--- config.mk ---
export PLATFORM = sky130hd
export DESIGN_NAME = spacecraft_mode_manager
export DESIGN_NICKNAME = d
export VERILOG_FILES = /design/src/design/smm_pkg.sv /design/src/design/smm_next_mode.sv /design/src/design/spacecraft_mode_manager.sv
export SDC_FILE = /design/constraint.sdc
export NUM_CORES = 2
export LEC_CHECK = 0
export ABC_CLOCK_PERIOD_IN_PS = 18200
export BUFFER_PORTS_ARGS = -buffer_cell sky130_fd_sc_hd__buf_2
export CAP_MARGIN = 40
export CORE_ASPECT_RATIO = 1.5
export CORE_UTILIZATION = 65
export DETAILED_ROUTE_END_ITERATION = 6
export PLACE_DENSITY = 0.82
export RECOVER_POWER = 50
export SLEW_MARGIN = 20
export SYNTH_ARGS = -nofsm -noshare
export SYNTH_HDL_FRONTEND = slang
export SYNTH_SLANG_ARGS = --single-unit
--- constraint.sdc ---
create_clock -name clk -period 18.2 [get_ports clk]
set_input_delay 4.55 -clock clk [delete_from_list [all_inputs] [get_ports clk]]
set_output_delay 4.55 -clock clk [all_outputs]
set_load 0.02 [all_outputs]
--- src/design/smm_pkg.sv ---
// ----------------------------------------------------------------------------
// smm_pkg
// shared types, widths and field offsets for the spacecraft mode manager
// ----------------------------------------------------------------------------
`default_nettype none

package smm_pkg;

  localparam int RATE_WIDTH  = 16;
  localparam int ANGLE_WIDTH = 16;
  localparam int THR_W       = 32;
  localparam int MODE_W      = 3;
  localparam int LINK_W      = 4;
  localparam int CFG_INDEX_W = 1;

  localparam int MAX_W = (RATE_WIDTH > ANGLE_WIDTH) ? RATE_WIDTH : ANGLE_WIDTH;
  // sum of three squares fits in 2w+2 bits; kept wider than the threshold
  localparam int CMP_W = (2 * MAX_W + 2 > THR_W + 1) ? 2 * MAX_W + 2 : THR_W + 1;

  // input word layout, lowest bit first
  localparam int OFS_RATE_X   = 0;
  localparam int OFS_RATE_Y   = OFS_RATE_X + RATE_WIDTH;
  localparam int OFS_RATE_Z   = OFS_RATE_Y + RATE_WIDTH;
  localparam int OFS_ANGLE_X  = OFS_RATE_Z + RATE_WIDTH;
  localparam int OFS_ANGLE_Y  = OFS_ANGLE_X + ANGLE_WIDTH;
  localparam int OFS_ANGLE_Z  = OFS_ANGLE_Y + ANGLE_WIDTH;
  localparam int OFS_EST_OK   = OFS_ANGLE_Z + ANGLE_WIDTH;
  localparam int OFS_BAT_LOW  = OFS_EST_OK + 1;
  localparam int OFS_SCIENCE  = OFS_BAT_LOW + 1;
  localparam int OFS_LINK     = OFS_SCIENCE + 1;
  localparam int IN_BITS      = OFS_LINK + LINK_W;
  localparam int IN_TDATA_W   = ((IN_BITS + 7) / 8) * 8;
  localparam int OUT_TDATA_W  = ((MODE_W + 7) / 8) * 8;

  localparam logic [THR_W-1:0] CAPTURE_RATE_SQ_RST   = THR_W'(41943);
  localparam logic [THR_W-1:0] POINTING_ERROR_SQ_RST = THR_W'(6711);

  localparam logic [CFG_INDEX_W-1:0] REG_CAPTURE_RATE_SQ   = 1'b0;
  localparam logic [CFG_INDEX_W-1:0] REG_POINTING_ERROR_SQ = 1'b1;

  // link flag bit positions
  localparam int LINK_GND     = 0;
  localparam int LINK_DL_DUE  = 1;
  localparam int LINK_UL_PEND = 2;
  localparam int LINK_UL_DONE = 3;

  typedef enum logic [MODE_W-1:0] {
    MD_SAFE     = 3'd0,
    MD_NOMINAL  = 3'd1,
    MD_DETUMBLE = 3'd2,
    MD_POINTING = 3'd3,
    MD_SCIENCE  = 3'd4,
    MD_DOWNLINK = 3'd5,
    MD_UPLINK   = 3'd6
  } mode_t;

  typedef struct packed {
    logic signed [RATE_WIDTH-1:0]  rate_x;
    logic signed [RATE_WIDTH-1:0]  rate_y;
    logic signed [RATE_WIDTH-1:0]  rate_z;
    logic signed [ANGLE_WIDTH-1:0] angle_x;
    logic signed [ANGLE_WIDTH-1:0] angle_y;
    logic signed [ANGLE_WIDTH-1:0] angle_z;
    logic                          estimate_ok;
    logic                          battery_low;
    logic                          science_pending;
    logic [LINK_W-1:0]             link_flags;
  } smm_item_t;

endpackage

`default_nettype wire

--- src/design/smm_next_mode.sv ---
// ----------------------------------------------------------------------------
// smm_next_mode
// magnitude checks and mode transition logic for one update tick
// ----------------------------------------------------------------------------
`default_nettype none

module smm_next_mode (
  input  wire smm_pkg::smm_item_t             item,
  input  wire smm_pkg::mode_t                 mode,
  input  wire logic [smm_pkg::THR_W-1:0]      capture_rate_sq,
  input  wire logic [smm_pkg::THR_W-1:0]      pointing_error_sq,
  output smm_pkg::mode_t                      mode_next
);

  localparam int RW2 = 2 * smm_pkg::RATE_WIDTH;
  localparam int AW2 = 2 * smm_pkg::ANGLE_WIDTH;
  localparam int CW  = smm_pkg::CMP_W;

  logic [RW2-1:0] sq_rx, sq_ry, sq_rz;
  logic [AW2-1:0] sq_ax, sq_ay, sq_az;
  logic [CW-1:0]  rate_sum, angle_sum, capture_thr, pointing_thr;
  logic           rate_low, rate_high, converged;
  logic           gnd, dl_due, ul_pend, ul_done, sci;

  assign sq_rx = $signed(item.rate_x) * $signed(item.rate_x);
  assign sq_ry = $signed(item.rate_y) * $signed(item.rate_y);
  assign sq_rz = $signed(item.rate_z) * $signed(item.rate_z);
  assign sq_ax = $signed(item.angle_x) * $signed(item.angle_x);
  assign sq_ay = $signed(item.angle_y) * $signed(item.angle_y);
  assign sq_az = $signed(item.angle_z) * $signed(item.angle_z);

  assign rate_sum  = {{(CW-RW2){1'b0}}, sq_rx} + {{(CW-RW2){1'b0}}, sq_ry}
                   + {{(CW-RW2){1'b0}}, sq_rz};
  assign angle_sum = {{(CW-AW2){1'b0}}, sq_ax} + {{(CW-AW2){1'b0}}, sq_ay}
                   + {{(CW-AW2){1'b0}}, sq_az};

  assign capture_thr  = {{(CW-smm_pkg::THR_W){1'b0}}, capture_rate_sq};
  assign pointing_thr = {{(CW-smm_pkg::THR_W){1'b0}}, pointing_error_sq};

  assign rate_low  = rate_sum < capture_thr;
  assign rate_high = rate_sum > capture_thr;
  assign converged = item.estimate_ok && (angle_sum < pointing_thr);

  assign gnd     = item.link_flags[smm_pkg::LINK_GND];
  assign dl_due  = item.link_flags[smm_pkg::LINK_DL_DUE];
  assign ul_pend = item.link_flags[smm_pkg::LINK_UL_PEND];
  assign ul_done = item.link_flags[smm_pkg::LINK_UL_DONE];
  assign sci     = item.science_pending;

  always_comb begin
    mode_next = mode;
    if (item.battery_low) begin
      mode_next = smm_pkg::MD_SAFE;
    end else begin
      unique case (mode)
        smm_pkg::MD_SAFE: begin
          mode_next = rate_low ? smm_pkg::MD_NOMINAL : smm_pkg::MD_DETUMBLE;
        end
        smm_pkg::MD_NOMINAL: begin
          if (rate_high) begin
            mode_next = smm_pkg::MD_DETUMBLE;
          end else if (gnd || sci) begin
            mode_next = smm_pkg::MD_POINTING;
          end
        end
        smm_pkg::MD_DETUMBLE: begin
          if (rate_low) begin
            mode_next = smm_pkg::MD_NOMINAL;
          end
        end
        smm_pkg::MD_POINTING: begin
          if (converged && sci) begin
            mode_next = smm_pkg::MD_SCIENCE;
          end else if (gnd && dl_due) begin
            mode_next = smm_pkg::MD_DOWNLINK;
          end else if (!sci && !gnd) begin
            mode_next = smm_pkg::MD_NOMINAL;
          end
        end
        smm_pkg::MD_SCIENCE: begin
          if (!sci) begin
            mode_next = smm_pkg::MD_NOMINAL;
          end else if (gnd && dl_due) begin
            mode_next = smm_pkg::MD_DOWNLINK;
          end
        end
        smm_pkg::MD_DOWNLINK: begin
          if (!gnd) begin
            mode_next = smm_pkg::MD_POINTING;
          end else if (ul_pend) begin
            mode_next = smm_pkg::MD_UPLINK;
          end
        end
        smm_pkg::MD_UPLINK: begin
          if (!gnd || ul_done) begin
            mode_next = smm_pkg::MD_NOMINAL;
          end
        end
        default: begin
          mode_next = smm_pkg::MD_SAFE;
        end
      endcase
    end
  end

endmodule

`default_nettype wire

--- src/design/spacecraft_mode_manager.sv ---
// ----------------------------------------------------------------------------
// spacecraft_mode_manager
// spacecraft mode sequencer driven by one estimator tick per input word
// ----------------------------------------------------------------------------
// Input stream s_*: one word per update tick with body rates, attitude errors
// and status flags. Output stream m_*: one word per tick holding the new mode.
// Config channel cfg_*: index 0 capture_rate_sq, index 1 pointing_error_sq;
// always ready. The user must write it only while the block is idle; the
// block itself does not enforce this. An accepted word lands in an input
// register; the squares, threshold compares and mode transition sit between
// it and the result register, which also updates the held mode. m_tvalid
// rises once the word has passed both registers, and one word is taken every
// cycle while m_tready is high.
// When the receiver stalls the result holds and one more word can wait in the
// input register; s_tready then drops until the result is taken.
// Reset clears both stages, returns the held mode to safe and reloads the
// default thresholds.
// ----------------------------------------------------------------------------
`default_nettype none

module spacecraft_mode_manager (
  input  wire                                   clk,
  input  wire                                   rst,
  input  wire                                   s_tvalid,
  output logic                                  s_tready,
  // rate_x, rate_y, rate_z, angle_x, angle_y, angle_z, estimate_ok,
  // battery_low, science_pending, link_flags, zero pad
  input  wire logic [smm_pkg::IN_TDATA_W-1:0]   s_tdata,
  output logic                                  m_tvalid,
  input  wire                                   m_tready,
  // new_mode, zero pad
  output logic [smm_pkg::OUT_TDATA_W-1:0]       m_tdata,
  input  wire                                   cfg_valid,
  output logic                                  cfg_ready,
  input  wire logic [smm_pkg::CFG_INDEX_W-1:0]  cfg_index,
  input  wire logic [smm_pkg::THR_W-1:0]        cfg_data
);

  localparam int RW = smm_pkg::RATE_WIDTH;
  localparam int AW = smm_pkg::ANGLE_WIDTH;

  smm_pkg::smm_item_t        in_item;
  smm_pkg::smm_item_t        s1_item;
  logic                      s1_valid;
  logic                      s1_adv;
  smm_pkg::mode_t            mode;
  smm_pkg::mode_t            mode_next;
  smm_pkg::mode_t            res_mode;
  logic                      out_valid;
  logic [smm_pkg::THR_W-1:0] capture_rate_sq;
  logic [smm_pkg::THR_W-1:0] pointing_error_sq;

  always_comb begin
    in_item.rate_x          = s_tdata[smm_pkg::OFS_RATE_X  +: RW];
    in_item.rate_y          = s_tdata[smm_pkg::OFS_RATE_Y  +: RW];
    in_item.rate_z          = s_tdata[smm_pkg::OFS_RATE_Z  +: RW];
    in_item.angle_x         = s_tdata[smm_pkg::OFS_ANGLE_X +: AW];
    in_item.angle_y         = s_tdata[smm_pkg::OFS_ANGLE_Y +: AW];
    in_item.angle_z         = s_tdata[smm_pkg::OFS_ANGLE_Z +: AW];
    in_item.estimate_ok     = s_tdata[smm_pkg::OFS_EST_OK];
    in_item.battery_low     = s_tdata[smm_pkg::OFS_BAT_LOW];
    in_item.science_pending = s_tdata[smm_pkg::OFS_SCIENCE];
    in_item.link_flags      = s_tdata[smm_pkg::OFS_LINK +: smm_pkg::LINK_W];
  end

  assign s1_adv    = s1_valid && (!out_valid || m_tready);
  assign s_tready  = !s1_valid || s1_adv;
  assign cfg_ready = 1'b1;
  assign m_tvalid  = out_valid;
  assign m_tdata   = {{(smm_pkg::OUT_TDATA_W - smm_pkg::MODE_W){1'b0}}, res_mode};

  // config registers
  always_ff @(posedge clk) begin
    if (rst) begin
      capture_rate_sq   <= smm_pkg::CAPTURE_RATE_SQ_RST;
      pointing_error_sq <= smm_pkg::POINTING_ERROR_SQ_RST;
    end else if (cfg_valid) begin
      unique case (cfg_index)
        smm_pkg::REG_CAPTURE_RATE_SQ:   capture_rate_sq   <= cfg_data;
        smm_pkg::REG_POINTING_ERROR_SQ: pointing_error_sq <= cfg_data;
        default: ;
      endcase
    end
  end

  // input register
  always_ff @(posedge clk) begin
    if (rst) begin
      s1_valid <= 1'b0;
    end else if (s_tready) begin
      s1_valid <= s_tvalid;
    end
  end

  always_ff @(posedge clk) begin
    if (s_tvalid && s_tready) begin
      s1_item <= in_item;
    end
  end

  smm_next_mode u_next_mode (
    .item              (s1_item),
    .mode              (mode),
    .capture_rate_sq   (capture_rate_sq),
    .pointing_error_sq (pointing_error_sq),
    .mode_next         (mode_next)
  );

  // held mode and result register
  always_ff @(posedge clk) begin
    if (rst) begin
      mode      <= smm_pkg::MD_SAFE;
      out_valid <= 1'b0;
    end else begin
      if (s1_adv) begin
        mode <= mode_next;
      end
      if (s1_adv) begin
        out_valid <= 1'b1;
      end else if (m_tready) begin
        out_valid <= 1'b0;
      end
    end
  end

  always_ff @(posedge clk) begin
    if (s1_adv) begin
      res_mode <= mode_next;
    end
  end

  a_result_is_held_mode : assert property (
    @(posedge clk) disable iff (rst) out_valid |-> (res_mode == mode)
  ) else $error("result word differs from held mode");

  a_battery_low_safe : assert property (
    @(posedge clk) disable iff (rst)
    (s1_adv && s1_item.battery_low) |=> (res_mode == smm_pkg::MD_SAFE)
  ) else $error("low battery did not force safe mode");

  a_advance_gives_result : assert property (
    @(posedge clk) disable iff (rst) s1_adv |=> out_valid
  ) else $error("advanced word produced no result");

endmodule

`default_nettype wire

==> summary.md <==
| Metric | Value |
|---|---|
| Global Route met1 Usage | `0.345` |
| Gr usage total | `0.317` |
| Critical path required time | `18.59 ns` |
| Global route overflow | `0` |
| Setup Viol. Count Final | `0` |
| Worst setup path startpoint | `s1_item[49]` |
| First-pass GRT wire length | `257,000 um` |
| WL/cell | `approximately 18 um` |
| Critical Path Source Type | `register` |
| Yosys warnings | `0` |
| Hold_sp | `pointing_error_sq[20]` |
| Largest net degree at the start of global routing | `54` |
| Reg2reg start | `s1_item[49]` |
| Clock skew | `0.0196 ns` |
| Number of vias per cell | `5.59` |
| Port Buffer Count | `145` |
| R2R depth | `47` |
| Worst Setup End Kind | `register` |
| Run status | `finished with violations` |
| Gr busiest metal | `met2` |
| Ratio of cells with drive above 1 in the final layout | `0.0337` |
| CTS Buf Count | `17` |
| Met3 Use GR | `0.0586` |
| CP peak stage delay | `~0.85 ns` |
| Grt met2 use | `0.588` |
| Buf+Inv Stages, Crit Path | `4` |
| Horiz. Die Dim | `around 260 um` |
| Resized Gates After CTS | `0` |
| Die height | `392 um` |
| Setup slack, reg-to-reg | `5.58 ns` |
| Final WL | `154,000 um` |
| Top FF cell, synth | `edfxtp_1` |
| CTS clk-pin slew, worst paths | `around 0.1 ns` |
| Synth top area share | `0.436` |
| Clk Latency, worst-skew pair | `0.55 ns` |
| Synth area leaders | `fa_1 (44%), ha_1 (13%), inv_1 (12%)` |
| CTS tree | `built` |
| DRT Pass-1 Iters | `5` |
| Setup TNS | `0 ns` |
| Dominant cell type by area after synthesis | `fa_1` |
| Row cnt | `142` |
| Final Wtd Congestion | `~0.95` |
| Path type of the worst setup path | `register to register` |
| Critical Path Fanout Max | `17` |
| Failing checks | `capacitance limit, slew limit` |
| Ys async rst share | `0` |
| Worst Hold End | `pointing_error_sq[20]` |
| Setup bufs post-CTS | `0` |
| Crit-path slowest cell | `edfxtp_1` |
| Clock Tree Buf Depth | `2` |
| Final Hold Vio Count | `0` |
| DRC viols | `0` |
| Fin crit share | `0.693` |
| Mapped Area | `66,000 um^2` |
| Syn Area/Cell | `between 9 and 10 um^2` |
| RSZ-0062 raised after global routing | `false` |
| Critical Path AT | `between 10 and 15 ns` |
| Starting Density | `0.659` |
| Reg2Reg Capture Point | `res_mode[2]` |
| Final worst path period need | `12.62 ns` |
| Max-slew violation count | `54` |
| Area grow syn2layout | `3.92%` |
| Post-synthesis sequential area ratio | `0.0691` |
| Vias in the first global route | `between 50k and 60k` |
| Hpwl dp | `around 130,000 um` |
| Initial antenna violation count | `17` |
| Most common cell on crit path | `fa_1` |
| Cells after synthesis | `approximately 7.2k` |
| Critical path's top delay family | `compound AO/OA/AOI/OAI gates` |
| Commonest non-fill, non-tap cell in the layout | `inv_1` |
| Drt first-iter violations | `2,542` |
| CTS sink cnt | `between 150 and 200` |
| Slew margin rel. | `-0.805` |
| I/O pin count | `153` |
| Core Region | `100,000 um^2` |
| Yosys reg bits | `175` |
| Number of fill cells | `7,749` |
| Hold Path Cell Cnt | `2` |
| Post-synth cell types | `80` |
| MaxCap Viol Count | `1` |
| Worst min path class | `register to register` |
| DRT antenna net count | `0` |
| DIE AREA | `103,000 um^2` |
| Via count | `48.0k` |
| Least-Margin Pin Slew | `2.71 ns` |
| Nets | `9,546` |
| Most frequent cells in the layout | `inv_1 (2,054), fa_1 (1,437), ha_1 (702)` |
| # hold bufs at CTS | `0` |
| Count of flip-flops with a built-in enable after synthesis | `106` |
| Root Buffer | `clkbuf_16` |
| Htree depth | `4` |
| Max Clk Rate | `79.2 MHz` |
-- worst register-to-register path, delay by kind of cell (launching register included) --
family          cells  cell delay, ns
compound gates     22            4.50
fa+ha+maj          10            4.30
flops               1            0.85
xor+xnor            3            0.60
buf+inv             4            0.21
simple gates        8            2.00
-- registers in the layout, summed over array words and instances (netlist names) --
signal / flops
s1_valid: 1
capture_rate_sq: 32
s1_item: 103
mode: 3
res_mode: 3
m_tvalid: 1
pointing_error_sq: 32
-- routing by layer --
metal	wire length (um)	up-vias	part of all wire
li1	-	21810	-
met1	53800	24228	0.35
met2	82600	1378	0.54
met3	9140	519	0.060
met4	7970	20	0.052
met5	112	-	0.00073
-- stage by stage --
step           cell area [um^2]   util  hold slack [ns]  std cells  setup WS (ns)
6_report                  68600  0.685            0.459       8578           5.58
5_1_grt                   68600  0.685            0.484       8577           4.58
4_1_cts                   68500  0.684            0.461       8566           5.56
3_5_place_dp              67800  0.677            0.446       8534           5.69
3_3_place_gp              67800  0.677            0.444       8533           5.77
2_1_floorplan             66000      -            0.435       7248           7.37
-- cell families after synthesis --
group / synth area share
other: 0.000114
DFF: 0.0691
and+or+nand+nor: 0.108
AOI/OAI and AO/OA: 0.0811
muxes: 0.000682
xor gates and xnor gates: 0.0450
buffers and inverters: 0.127
adders and majority gates: 0.569
-- synthesized netlist by cell type, drive strengths merged, types with 84 or more instances --
master  number
inv       2056
fa        1437
ha         702
nand2      640
nor2       295
a21oi      290
xnor2      255
and2       253
clkbuf     156
o21ai      139
a21o       113
edfxtp     106
xor2        84
-- final cells by class --
cell class / instances / area, um^2 / share of cell area
multi-input cells: 4848 / 53100 / 0.774
inverters: 2059 / 7730 / 0.113
flip-flops and latches: 175 / 4560 / 0.0665
well taps: 1296 / 1620 / 0.0236
repair buffers: 164 / 927 / 0.0135
clock buffers: 17 / 425 / 0.00620
clock inverters: 15 / 228 / 0.00332
diodes: 4 / 10.0 / 0.000146
-- worst max-delay path by stage --
stage | depth (start not counted) | endpoint | slack, ns
floorplan | 49 | res_mode[2] | 7.37
global placement | 49 | res_mode[2] | 5.77
detailed placement | 47 | res_mode[2] | 5.69
CTS | 47 | res_mode[2] | 5.56
global route | 47 | res_mode[2] | 4.58
finish | 47 | res_mode[2] | 5.58
Power is left out: the tool's default activity adds up to more than one toggle a clock period on the data nets, which glitch-free logic cannot reach.
